==> config.mk <==
export PLATFORM = sky130hd
export DESIGN_NAME = radix_fixed_point_to_ascii
export DESIGN_NICKNAME = d
export VERILOG_FILES = /design/src/rtl/core/rfpa_pkg.sv /design/src/rtl/core/rfpa_ram.sv /design/src/rtl/core/rfpa_ctrl.sv /design/src/rtl/core/rfpa_dp.sv /design/src/rtl/core/radix_fixed_point_to_ascii.sv
export SDC_FILE = /design/constraint.sdc
export NUM_CORES = 1
export LEC_CHECK = 0
export BUFFER_PORTS_ARGS = -buffer_cell sky130_fd_sc_hd__buf_2
export CAP_MARGIN = 40
export CORE_UTILIZATION = 35
export DETAILED_ROUTE_END_ITERATION = 7
export PLACE_DENSITY_LB_ADDON = 0.05
export RECOVER_POWER = 50
export SLEW_MARGIN = 20
export SYNTH_ARGS = -nofsm -noshare
export SYNTH_HDL_FRONTEND = slang
export SYNTH_HIERARCHICAL = 1
export SYNTH_SLANG_ARGS = --single-unit
==> constraint.sdc <==
create_clock -name i_clk -period 22.7 [get_ports i_clk]
set_input_delay 0 -clock i_clk [delete_from_list [all_inputs] [get_ports i_clk]]
set_output_delay 0 -clock i_clk [all_outputs]
set_load 0.03 [all_outputs]
==> src/rtl/core/rfpa_pkg.sv <==
package rfpa_pkg;

    // Quotient bits resolved per divider cycle
    localparam int CHUNK_BITS = 8;
    localparam int DIGIT_W    = 4;
    localparam int RADIX_W    = 5;
    localparam int FRAC_W     = 5;
    localparam int CHAR_W     = 7;

    // Register index, taken from paddr[2]
    localparam logic REG_RADIX = 1'b0;
    localparam logic REG_FRAC  = 1'b1;

    localparam logic [RADIX_W-1:0] RADIX_MIN   = 5'd2;
    localparam logic [RADIX_W-1:0] RADIX_MAX   = 5'd16;
    localparam logic [RADIX_W-1:0] RADIX_RESET = 5'd10;

    localparam logic [CHAR_W-1:0] ASCII_ZERO  = 7'h30;
    localparam logic [CHAR_W-1:0] ASCII_A     = 7'h41;
    localparam logic [CHAR_W-1:0] ASCII_POINT = 7'h2E;
    localparam logic [CHAR_W-1:0] ASCII_MINUS = 7'h2D;
    localparam logic [DIGIT_W-1:0] DECIMAL_LIMIT = 4'd10;

    typedef enum logic [2:0] {
        S_IDLE,
        S_DIV,
        S_SIGN,
        S_WAIT,
        S_DIGIT,
        S_POINT
    } t_state;

    typedef enum logic [1:0] {
        CH_SIGN,
        CH_DIGIT,
        CH_POINT
    } t_char_sel;

    typedef struct packed {
        logic      load_in;
        logic      div_step;
        logic      emit_en;
        logic      emit_last;
        t_char_sel emit_sel;
        logic      ptr_dec;
    } t_cmd;

    typedef struct packed {
        logic neg;
        logic div_last;
        logic quo_zero;
        logic in_frac;
        logic out_free;
        logic ptr_at_f;
        logic ptr_zero;
        logic f_zero;
    } t_status;

    function automatic logic [CHAR_W-1:0] ascii_of_digit(input logic [DIGIT_W-1:0] d);
        logic [CHAR_W-1:0] ch;
        if (d < DECIMAL_LIMIT) begin
            ch = ASCII_ZERO + CHAR_W'(d);
        end else begin
            ch = ASCII_A + CHAR_W'(d - DECIMAL_LIMIT);
        end
        return ch;
    endfunction

endpackage

==> src/rtl/core/rfpa_ram.sv <==
module rfpa_ram #(
    parameter int WIDTH = 4,
    parameter int DEPTH = 63
) (
    input  logic                     i_clk,
    input  logic                     i_we,
    input  logic [$clog2(DEPTH)-1:0] i_waddr,
    input  logic [WIDTH-1:0]         i_wdata,
    input  logic [$clog2(DEPTH)-1:0] i_raddr,
    output logic [WIDTH-1:0]         o_rdata
);

    logic [WIDTH-1:0] r_mem [DEPTH];
    logic [WIDTH-1:0] r_rdata;

    // Write port
    always_ff @(posedge i_clk) begin
        if (i_we) begin
            r_mem[i_waddr] <= i_wdata;
        end
    end

    // Registered read port
    always_ff @(posedge i_clk) begin
        r_rdata <= r_mem[i_raddr];
    end

    assign o_rdata = r_rdata;

endmodule

==> src/rtl/core/rfpa_ctrl.sv <==
module rfpa_ctrl (
    input  logic              i_clk,
    input  logic              i_rst_n,
    input  logic              i_in_valid,
    output logic              o_in_stall,
    input  rfpa_pkg::t_status i_status,
    output rfpa_pkg::t_cmd    o_cmd
);
    import rfpa_pkg::*;

    t_state r_state;
    t_state n_state;
    t_cmd   cmd;

    // State register
    always_ff @(posedge i_clk) begin
        if (!i_rst_n) begin
            r_state <= S_IDLE;
        end else begin
            r_state <= n_state;
        end
    end

    // Next state and commands
    always_comb begin
        n_state       = r_state;
        cmd.load_in   = 1'b0;
        cmd.div_step  = 1'b0;
        cmd.emit_en   = 1'b0;
        cmd.emit_last = 1'b0;
        cmd.emit_sel  = CH_DIGIT;
        cmd.ptr_dec   = 1'b0;
        unique case (r_state)
            S_IDLE: begin
                if (i_in_valid) begin
                    cmd.load_in = 1'b1;
                    n_state     = S_DIV;
                end
            end
            S_DIV: begin
                cmd.div_step = 1'b1;
                // stop once the fraction is done and the quotient ran out
                if (i_status.div_last && !i_status.in_frac && i_status.quo_zero) begin
                    n_state = i_status.neg ? S_SIGN : S_WAIT;
                end
            end
            S_SIGN: begin
                if (i_status.out_free) begin
                    cmd.emit_en  = 1'b1;
                    cmd.emit_sel = CH_SIGN;
                    n_state      = S_WAIT;
                end
            end
            S_WAIT: begin
                // let the digit read settle
                n_state = S_DIGIT;
            end
            S_DIGIT: begin
                if (i_status.out_free) begin
                    cmd.emit_en  = 1'b1;
                    cmd.emit_sel = CH_DIGIT;
                    if (i_status.ptr_at_f && !i_status.f_zero) begin
                        n_state = S_POINT;
                    end else if (i_status.ptr_zero) begin
                        cmd.emit_last = 1'b1;
                        n_state       = S_IDLE;
                    end else begin
                        cmd.ptr_dec = 1'b1;
                        n_state     = S_WAIT;
                    end
                end
            end
            S_POINT: begin
                if (i_status.out_free) begin
                    cmd.emit_en  = 1'b1;
                    cmd.emit_sel = CH_POINT;
                    cmd.ptr_dec  = 1'b1;
                    n_state      = S_WAIT;
                end
            end
            default: begin
                n_state = S_IDLE;
            end
        endcase
    end

    assign o_cmd      = cmd;
    assign o_in_stall = (r_state != S_IDLE);

endmodule

==> src/rtl/core/rfpa_dp.sv <==
module rfpa_dp #(
    parameter int VALUE_WIDTH     = 32,
    parameter int MAX_FRAC_DIGITS = 31
) (
    input  logic                           i_clk,
    input  logic                           i_rst_n,
    input  rfpa_pkg::t_cmd                 i_cmd,
    output rfpa_pkg::t_status              o_status,
    input  logic signed [VALUE_WIDTH-1:0]  i_scaled_value,
    input  logic [rfpa_pkg::RADIX_W-1:0]   i_radix,
    input  logic [rfpa_pkg::FRAC_W-1:0]    i_frac_digits,
    output logic                           o_out_valid,
    input  logic                           i_out_stall,
    output logic [rfpa_pkg::CHAR_W-1:0]    o_text_char,
    output logic                           o_last_char
);
    import rfpa_pkg::*;

    localparam int DIV_STEPS   = (VALUE_WIDTH + CHUNK_BITS - 1) / CHUNK_BITS;
    localparam int MW          = DIV_STEPS * CHUNK_BITS;
    localparam int STEP_W      = (DIV_STEPS > 1) ? $clog2(DIV_STEPS) : 1;
    localparam int STORE_DEPTH = MAX_FRAC_DIGITS + VALUE_WIDTH;
    localparam int ADDR_W      = $clog2(STORE_DEPTH);
    localparam int CNT_W       = $clog2(STORE_DEPTH + 1);
    localparam int CMP_W       = CNT_W + FRAC_W;

    logic                   r_neg;
    logic [MW-1:0]          r_mag;
    logic [DIGIT_W-1:0]     r_rem;
    logic [STEP_W-1:0]      r_step;
    logic [RADIX_W-1:0]     r_radix;
    logic [CNT_W-1:0]       r_frac;
    logic [CNT_W-1:0]       r_cnt;
    logic [ADDR_W-1:0]      r_ptr;
    logic                   r_out_valid;
    logic [CHAR_W-1:0]      r_text_char;
    logic                   r_last_char;

    logic [VALUE_WIDTH-1:0] raw;
    logic [VALUE_WIDTH-1:0] mag_in;
    logic [RADIX_W-1:0]     radix_eff;
    logic [CMP_W-1:0]       frac_wide;
    logic [CMP_W-1:0]       frac_max;
    logic [CMP_W-1:0]       frac_eff;
    logic [DIGIT_W-1:0]     n_rem;
    logic [CHUNK_BITS-1:0]  q_chunk;
    logic [MW-1:0]          n_mag;
    logic                   div_last;
    logic                   dig_we;
    logic [DIGIT_W-1:0]     rd_digit;
    logic                   out_free;
    logic [CHAR_W-1:0]      n_char;

    // Input magnitude and clamped settings
    always_comb begin
        raw       = i_scaled_value;
        mag_in    = raw[VALUE_WIDTH-1] ? ((~raw) + {{(VALUE_WIDTH-1){1'b0}}, 1'b1}) : raw;
        radix_eff = i_radix;
        if (i_radix < RADIX_MIN) begin
            radix_eff = RADIX_MIN;
        end else if (i_radix > RADIX_MAX) begin
            radix_eff = RADIX_MAX;
        end
        frac_wide = CMP_W'(i_frac_digits);
        frac_max  = CMP_W'(MAX_FRAC_DIGITS);
        frac_eff  = (frac_wide > frac_max) ? frac_max : frac_wide;
    end

    // One chunk of restoring division by the radix
    always_comb begin
        logic [DIGIT_W:0] trial;
        logic [DIGIT_W-1:0] rem;
        rem     = r_rem;
        q_chunk = '0;
        for (int k = 0; k < CHUNK_BITS; k++) begin
            trial = {rem, r_mag[MW-1-k]};
            if (trial >= r_radix) begin
                trial                   = trial - r_radix;
                q_chunk[CHUNK_BITS-1-k] = 1'b1;
            end
            rem = trial[DIGIT_W-1:0];
        end
        n_rem = rem;
        n_mag = (r_mag << CHUNK_BITS) | MW'(q_chunk);
    end

    assign div_last = (r_step == STEP_W'(DIV_STEPS - 1));
    assign dig_we   = i_cmd.div_step && div_last;

    // Divider and digit bookkeeping
    always_ff @(posedge i_clk) begin
        if (i_cmd.load_in) begin
            r_neg   <= raw[VALUE_WIDTH-1];
            r_mag   <= MW'(mag_in);
            r_rem   <= '0;
            r_step  <= '0;
            r_radix <= radix_eff;
            r_frac  <= frac_eff[CNT_W-1:0];
            r_cnt   <= '0;
        end else if (i_cmd.div_step) begin
            r_mag <= n_mag;
            if (div_last) begin
                r_rem  <= '0;
                r_step <= '0;
                r_cnt  <= r_cnt + 1'b1;
                r_ptr  <= r_cnt[ADDR_W-1:0];
            end else begin
                r_rem  <= n_rem;
                r_step <= r_step + 1'b1;
            end
        end else if (i_cmd.ptr_dec) begin
            r_ptr <= r_ptr - 1'b1;
        end
    end

    rfpa_ram #(
        .WIDTH (DIGIT_W),
        .DEPTH (STORE_DEPTH)
    ) u_digits (
        .i_clk   (i_clk),
        .i_we    (dig_we),
        .i_waddr (r_cnt[ADDR_W-1:0]),
        .i_wdata (n_rem),
        .i_raddr (r_ptr),
        .o_rdata (rd_digit)
    );

    // Character select
    always_comb begin
        unique case (i_cmd.emit_sel)
            CH_SIGN:  n_char = ASCII_MINUS;
            CH_POINT: n_char = ASCII_POINT;
            CH_DIGIT: n_char = ascii_of_digit(rd_digit);
            default:  n_char = ascii_of_digit(rd_digit);
        endcase
    end

    assign out_free = !r_out_valid || !i_out_stall;

    // Output register: hold while stalled, drop once taken
    always_ff @(posedge i_clk) begin
        if (!i_rst_n) begin
            r_out_valid <= 1'b0;
        end else if (i_cmd.emit_en) begin
            r_out_valid <= 1'b1;
        end else if (!i_out_stall) begin
            r_out_valid <= 1'b0;
        end
    end

    always_ff @(posedge i_clk) begin
        if (i_cmd.emit_en) begin
            r_text_char <= n_char;
            r_last_char <= i_cmd.emit_last;
        end
    end

    assign o_status.neg      = r_neg;
    assign o_status.div_last = div_last;
    assign o_status.quo_zero = (n_mag == '0);
    assign o_status.in_frac  = (r_cnt < r_frac);
    assign o_status.out_free = out_free;
    assign o_status.ptr_at_f = (CNT_W'(r_ptr) == r_frac);
    assign o_status.ptr_zero = (r_ptr == '0);
    assign o_status.f_zero   = (r_frac == '0);

    assign o_out_valid = r_out_valid;
    assign o_text_char = r_text_char;
    assign o_last_char = r_last_char;

endmodule

==> src/rtl/core/radix_fixed_point_to_ascii.sv <==
// Signed fixed-point to ASCII text converter.
// Input channel: one beat carries i_scaled_value, a two's complement number
// already scaled by radix^frac_digits. o_in_stall is high while a number is
// being converted or printed; the next beat is taken once the last character
// has been loaded into the output register.
// Output channel: one beat per character: '-' for negative values, integer
// digits (at least one), then '.' and frac_digits fractional digits when
// frac_digits is nonzero. o_last_char marks the final character.
// Configuration (APB, write only while idle): radix at 0x0, frac_digits at
// 0x4. Radix is clamped to 2..16 and frac_digits to MAX_FRAC_DIGITS.
// Each digit comes from one pass of the shared 8-bit-per-cycle radix divider,
// least significant digit first, and is stored in the digit memory. Printing
// then reads each digit back through the registered digit memory read, with
// a wait state before each digit, and emits the minus sign and the point from
// their own states.
// Reset clears the control state and sets radix 10, frac_digits 0; no
// clearing pass is needed. A stall on the output holds the current character
// and pauses printing without losing data.
module radix_fixed_point_to_ascii #(
    parameter int VALUE_WIDTH     = 32,
    parameter int MAX_FRAC_DIGITS = 31
) (
    input  logic                          i_clk,
    input  logic                          i_rst_n,
    input  logic                          psel,
    input  logic                          penable,
    input  logic                          pwrite,
    input  logic [2:0]                    paddr,
    input  logic [31:0]                   pwdata,
    output logic [31:0]                   prdata,
    output logic                          pready,
    input  logic                          i_in_valid,
    output logic                          o_in_stall,
    input  logic signed [VALUE_WIDTH-1:0] i_scaled_value,
    output logic                          o_out_valid,
    input  logic                          i_out_stall,
    output logic [6:0]                    o_text_char,
    output logic                          o_last_char
);
    import rfpa_pkg::*;

    logic [RADIX_W-1:0] r_radix;
    logic [FRAC_W-1:0]  r_frac_digits;
    logic               cfg_wr;
    t_cmd               cmd;
    t_status            status;

    assign pready = 1'b1;
    assign cfg_wr = psel && penable && pwrite;

    // Configuration registers
    always_ff @(posedge i_clk) begin
        if (!i_rst_n) begin
            r_radix       <= RADIX_RESET;
            r_frac_digits <= '0;
        end else if (cfg_wr) begin
            unique case (paddr[2])
                REG_RADIX: r_radix       <= pwdata[RADIX_W-1:0];
                REG_FRAC:  r_frac_digits <= pwdata[FRAC_W-1:0];
                default:   r_radix       <= r_radix;
            endcase
        end
    end

    // Register readback
    always_comb begin
        unique case (paddr[2])
            REG_RADIX: prdata = 32'(r_radix);
            REG_FRAC:  prdata = 32'(r_frac_digits);
            default:   prdata = '0;
        endcase
    end

    rfpa_ctrl u_ctrl (
        .i_clk      (i_clk),
        .i_rst_n    (i_rst_n),
        .i_in_valid (i_in_valid),
        .o_in_stall (o_in_stall),
        .i_status   (status),
        .o_cmd      (cmd)
    );

    rfpa_dp #(
        .VALUE_WIDTH     (VALUE_WIDTH),
        .MAX_FRAC_DIGITS (MAX_FRAC_DIGITS)
    ) u_dp (
        .i_clk          (i_clk),
        .i_rst_n        (i_rst_n),
        .i_cmd          (cmd),
        .o_status       (status),
        .i_scaled_value (i_scaled_value),
        .i_radix        (r_radix),
        .i_frac_digits  (r_frac_digits),
        .o_out_valid    (o_out_valid),
        .i_out_stall    (i_out_stall),
        .o_text_char    (o_text_char),
        .o_last_char    (o_last_char)
    );

endmodule

==> results of run 1 <==
==> metrics by stage <==
stage | setup slack (ns) | hold WS (ns) | area (um2) | utilization (%)
after floorplan | 9.05 | 0.0989 | 17000 | -
after global placement | 8.87 | 0.268 | 17700 | 37.0
after detailed placement | 9.21 | 0.274 | 17700 | 37.1
after CTS | 9.14 | 0.0365 | 19500 | 40.8
after global routing | 8.06 | 0.0704 | 19400 | 40.6
final | 9.37 | 0.0499 | 19400 | 40.6
==> area by class of cell <==
| type | instances | area (um2) | area share [%] |
|---|---|---|---|
| Tap cell | 615 | 769 | 3.97 |
| Timing Repair Buffer | 129 | 911 | 4.70 |
| Clock buffer | 57 | 1120 | 5.76 |
| Inverter | 49 | 186 | 0.961 |
| Clock inverter | 17 | 141 | 0.729 |
| Sequential cell | 339 | 9880 | 50.9 |
| Multi-Input combinational cell | 799 | 6390 | 32.9 |
==> worst min-delay path by stage <==
stage,end,cells after the start,slack (ns)
CTS,u_dp/r_mag[7],3,0.04
detailed placement,r_frac_digits[3],3,0.27
finish,u_dp/r_mag[7],3,0.05
floorplan,u_dp/r_neg,0,0.1
global placement,u_dp/o_out_valid,3,0.27
global route,u_dp/r_mag[6],3,0.07
==> flip-flops by register name, indices dropped and copies added (netlist names) <==
register,cells
u_dp/r_step,2
u_dp/r_rem,4
r_radix,5
u_dp/u_digits/o_rdata,4
u_dp/o_out_valid,1
u_dp/u_digits/r_mem,252
u_dp/o_last_char,1
u_dp/r_mag,32
u_dp/o_text_char,7
u_dp/r_cnt,6
u_dp/r_ptr,6
u_dp/r_frac,5
u_ctrl/r_state,3
u_dp/r_radix,5
u_dp/r_neg,1
r_frac_digits,5
==> worst register-to-register path: cells and delay by family (launching register included) <==
kind	cells	cell delay, ns
compound gates	25	5.70
fa+ha+maj	8	2.56
buf+inv	9	1.93
simple gates	7	1.38
mux	2	0.73
flops	1	0.72
==> layout by cell type, fill, tap and decap left out, types with 12 or more instances in the layout <==
master	netlist	layout
a21o_1	16	16
a21oi_1	63	62
buf_2	3	41
buf_4	34	12
clkbuf_1	31	40
clkbuf_16	0	42
conb_1	2	28
dfxtp_1	30	30
dlygate4sd3_1	0	49
edfxtp_1	309	309
ha_1	53	53
inv_1	47	47
mux2_2	19	18
mux2i_1	38	38
mux4_2	49	49
nand2_1	75	75
nand2b_1	14	14
nand3_1	14	14
nand4_1	13	13
nor2_1	134	134
nor2b_1	23	23
o21ai_0	32	32
xnor2_1	22	22
xor2_1	40	40
==> per-layer routing <==
layer	global-route usage (%)	routed length [um]
met5	0	0
met1	23.1	19500
met2	28.0	19800
met4	4.32	756
met3	3.03	1310
==> cells by family after synthesis <==
kind of cell | count (synthesis) | synth area share, %
AOI/OAI and AO/OA | 190 | 7.30
xor gates and xnor gates | 62 | 3.21
adders and majority gates | 61 | 4.86
buffers and inverters | 136 | 4.53
DFF | 339 | 58.4
muxes | 117 | 11.7
other | 2 | 0.0444
and+or+nand+nor | 341 | 9.93
==> key figures, run 1 <==
Clocking
  • Post-cts resize count: 0
  • H-tree levels: 2
  • TritonCTS sink count: 339
  • Hold-fix buffers at CTS: 49
  • Clock buffer count from CTS: 40
  • CTS max path bufs: 3
  • Post CTS Setup Buffer Count: 0
  • CTS tree: built
  • Worst-skew pair later-pin latency: 0.55 ns
  • Root buffer cell: clkbuf_16
  • Clock-pin slew on the worst setup and hold paths: 0.05 ns

Finish
  • Layout area overhead: 14.6%
  • Fill cell count: 4525
  • Layout Nets: 1493
  • Final cell count without fillers: ~2000
  • Layout cells sized above 1: between 10 and 15%
  • Ant diodes: 0

Setup path
  • Critical path type: register to register
  • Crit-path most repeated cell: ha_1
  • Critical Path Start: u_dp/r_radix[1]
  • Worst r2r src: u_dp/r_radix[1]
  • Crit-path leading delay family: compound AO/OA/AOI/OAI gates
  • Reg2Reg Capture Point: u_dp/u_digits/r_mem[27][2]
  • FF-to-FF setup slack: 9.37 ns
  • Reg2Reg Depth: 51
  • Worst Setup EP: u_dp/u_digits/r_mem[27][2]
  • Crit start category: register
  • Worst EP required: 22.95 ns
  • Crit path arrival time: 13.59 ns
  • Worst stage delay on the critical path: slightly above 0.7 ns
  • Kind of end point of the critical path: register
  • Worst path depth: 51
  • CP bufs+invs: 9
  • Worst path slowest cell: edfxtp_1
  • CP max FO: 64

Routing
  • Detailed-route via count: about 10000
  • Post-route ant nets: 0
  • Initial DRC count: 552
  • Avg WL per Cell: 20.6 um
  • Via-to-Cell Ratio: 5.04
  • 1st-pass router iterations: 7
  • Final wirelength: 41400 um
  • Post-route DRC: 0

Floorplanning
  • Starting Density: roughly 35%
  • Die W: 222 um
  • Die area: 49200 um2
  • I/O pin count: about 120
  • Die Y: approximately 220 um
  • Site row count: 80
  • Core box area: 47700 um2

Timing
  • Final setup viols: 0
  • Post-layout min period: 13.33 ns
  • Final Max Tran Viols: 152
  • RSZ-0062 raised after global routing: false
  • Setup TNS: 0 ns
  • Max transition margin: -110%
  • Clock Skews: ~0.016 ns
  • Final Cycle Share: 58.7%
  • Peak Freq: 75.0 MHz
  • Final Hold Viols: 0
  • Worst slew pin tran: 3.16 ns

Yosys
  • Netlist cell types: 78
  • Synth warn: 6
  • Most frequent cell after synthesis: edfxtp_1
  • Number of synthesized flops with an enable pin: 309
  • Syn_area_per_cell: about 14 um2
  • Synth top area share: 54.8%
  • Commonest cells in the synthesized netlist: 309 x edfxtp_1, 134 x nor2_1, 75 x nand2_1
  • Fraction of registers with async set/reset: 0%
  • Yosys reg bits: about 340
  • Synthesized instance count: 1248
  • Top FF cell, synth: edfxtp_1
  • Sequential element share of the synthesized area: 58.4%
  • Synth area leaders: edfxtp_1 55%, mux4_2 6.5%, ha_1 3.9%, dfxtp_1 3.5%, nor2_1 3.0%
  • Netlist Area Pre-Place: 16900 um2
  • Synth area leader: edfxtp_1

Job
  • Max_cap viols: 3

GRT
  • Total GRT Usage: 17.0%
  • Initial antenna violation count: 0
  • Grt total ovfl: 0
  • Largest net degree at the start of global routing: 70
  • Vias in the first global route: 10200
  • First-pass GRT wire length: 63200 um

Status
  • Failing checks: max-capacitance violations, max-slew violations
  • Status: complete, but fails checks

Placement
  • Buffers added on ports: 59
  • Routability cong.: around 0.76
  • HPWL after DPL: 27000 um
  • Cells after DPL: 1881

Min path
  • HP Class: primary input to register
  • Hold wc startpoint: i_scaled_value[7]
Power of run 1 is left out: the tool's default activity adds up to more than one toggle a clock period on the data nets, which glitch-free logic cannot reach.
==> run 2, diff against run 1 <==
==> constraint.sdc (replaced) <==
create_clock -name i_clk -period 13.65 [get_ports i_clk]
set_input_delay 0 -clock i_clk [delete_from_list [all_inputs] [get_ports i_clk]]
set_output_delay 0 -clock i_clk [all_outputs]
set_load 0.03 [all_outputs]
==> key figures, run 2 (synthesis results as in run 1) <==
GRT
  • Met2 usage: 27.8% (-0.11 points)
  • Grt total ovfl: 0 (unchanged)
  • Largest net degree at the start of global routing: 80 (+14%)
  • Vias in the first global route: 10200 (-0.86%)
  • Total GRT Usage: 16.8% (-0.19 points)
  • Initial antenna violation count: 1 (+1)
  • GR Layer Usage met3: 2.33% (-0.70 points)
  • GR Util met1: 22.9% (-0.24 points)
  • First-pass GRT wire length: 62300 um (-1.4%)
  • GRT busiest layer: met2

Clocking
  • H-tree levels: 2 (unchanged)
  • Clock-pin slew on the worst setup and hold paths: 0.06 ns (about the same)
  • TritonCTS sink count: 339 (unchanged)
  • CTS tree: built
  • Post CTS Setup Buffer Count: 0 (unchanged)
  • Root buffer cell: clkbuf_16
  • CTS max path bufs: 3 (unchanged)
  • Clock buffer count from CTS: 40 (unchanged)
  • Worst-skew pair later-pin latency: 0.54 ns (about the same)

Finish
  • Ant diodes: 0 (unchanged)
  • Layout Nets: 1490 (-0.20%)
  • Layout cells sized above 1: 14.5% (+0.57 points)
  • Max reg flops: 252 (unchanged)
  • Top reg by flops: u_dp/u_digits/r_mem
  • Commonest non-fill, non-tap cell in the layout: edfxtp_1
  • Most frequent cells in the layout: 309 x edfxtp_1, 135 x nor2_1, 75 x nand2_1, 62 x a21oi_1, 53 x ha_1
  • Layout area overhead: 14.5%

Routing
  • Via-to-Cell Ratio: 5.06 (+0.36%)
  • Detailed-route via count: 10100 (+0.059%)
  • Avg WL per Cell: 20.5 um (-0.60%)
  • Final wirelength: 41000 um (-0.90%)
  • Post-route DRC: 0 (unchanged)
  • 1st-pass router iterations: 5 (-2)
  • Post-route ant nets: 0 (unchanged)
  • Initial DRC count: 580 (+5.1%)

Timing
  • Final Hold Viols: 0 (unchanged)
  • Setup TNS: 0 ns (unchanged)
  • Post-layout min period: 12.35 ns (-0.984 ns)
  • Max transition margin: -102% (+8.4 points)
  • Clock Skews: 0.0135 ns (-0.00284 ns)
  • Final Cycle Share: 90.5% (+32 points)
  • Final setup viols: 0 (unchanged)
  • RSZ-0062 raised after global routing: false
  • Final Max Tran Viols: 134 (-12%)
  • Peak Freq: 81.0 MHz (+8.0%)
  • Worst slew pin tran: 3.03 ns (-0.127 ns)

Setup path
  • Worst path slowest cell: edfxtp_1
  • Kind of end point of the critical path: register
  • Worst EP required: 13.92 ns (-9.03 ns)
  • FF-to-FF setup slack: 1.30 ns (-8.07 ns)
  • CP max FO: 64 (unchanged)
  • Critical path type: register to register
  • Crit start category: register
  • Crit-path most repeated cell: ha_1
  • Crit path arrival time: 12.62 ns (-0.97 ns)
  • Worst stage delay on the critical path: 0.73 ns (about the same)

Floorplanning
  • Die area: 49200 um2 (unchanged)
  • Starting Density: 35.4% (unchanged)
  • Die Y: 222 um (unchanged)
  • Core box area: 47700 um2 (unchanged)
  • I/O pin count: 117 (unchanged)
  • Die W: 222 um (unchanged)
  • Site row count: 80 (unchanged)

Min path
  • HP Class: primary input to register

Placement
  • Routability cong.: 0.741 (-2.9%)
  • Buffers added on ports: 59 (unchanged)
  • HPWL after DPL: 26900 um (-0.37%)

Status
  • Status: complete, but fails checks
  • Failing checks: max-capacitance violations, max-slew violations

Job
  • Max_cap viols: 3 (unchanged)
-- run 2: cell count changes in the layout (fill, tap and decap cells not counted), moves of 2 or more --
cell	before	now
clkinv_2	3	5
inv_6	0	3
clkbuf_1	40	33
dlygate4sd3_1	49	46
clkinv_1	9	7
-- run 2: timing repair --
item,4_1_cts,5_1_grt
resized for setup,0,1
endpoints found under the setup margin,0,64
hold buffers,46,0
hold endpoints to repair,46,0
-- run 2: path summary, 6_finish.rpt --
check	from	endpoint	depth (start not counted)
min reg2reg	r_radix[0]	r_radix[0]	2
max reg2reg	u_dp/r_radix[1]	u_dp/u_digits/r_mem[55][2]	46
min	i_scaled_value[6]	u_dp/r_mag[6]	3
max	u_dp/r_radix[1]	u_dp/u_digits/r_mem[55][2]	46
-- run 2: routing by layer --
metal  routed length [um]  vias to the layer above
li1                     -                     4875
met1                18900                     5018
met2                20000                      173
met3                 1350                       46
met4                  735                        2
met5                   12                        -
-- run 2: cell type report --
class / count / area [um2]
flip-flops and latches: 339 / 9880
well taps: 615 / 769
inverters: 49 / 186
multi-input cells: 799 / 6390
clock buffers: 52 / 1070
fillers: 4515 / 28400
clock inverters: 19 / 175
repair buffers: 126 / 905
-- run 2: critical path, delay by kind of cell (launching register included) --
| family | cells | cell delay, ns |
|---|---|---|
| AO/OA/AOI/OAI | 24 | 5.28 |
| adder cells (fa/ha/maj) | 8 | 2.57 |
| multiplexers | 4 | 1.67 |
| buffers and inverters | 7 | 1.27 |
| flip-flops | 1 | 0.73 |
| AND/OR/NAND/NOR | 3 | 0.49 |
-- run 2: stage by stage --
step	instance area (um2)	utilization [%]	hold WS (ns)	worst slack (ns)	std cells
finish	19400	40.6	0.0450	1.30	1999
global route	19400	40.6	0.0448	0.0287	1999
CTS	19400	40.6	0.0188	0.954	1997
detailed placement	17700	37.1	0.271	1.03	1880
global placement	17700	37.0	0.274	0.888	1879
floorplan	17000	-	0.0989	1.15	1274
Power of run 2 is left out for the same reason.
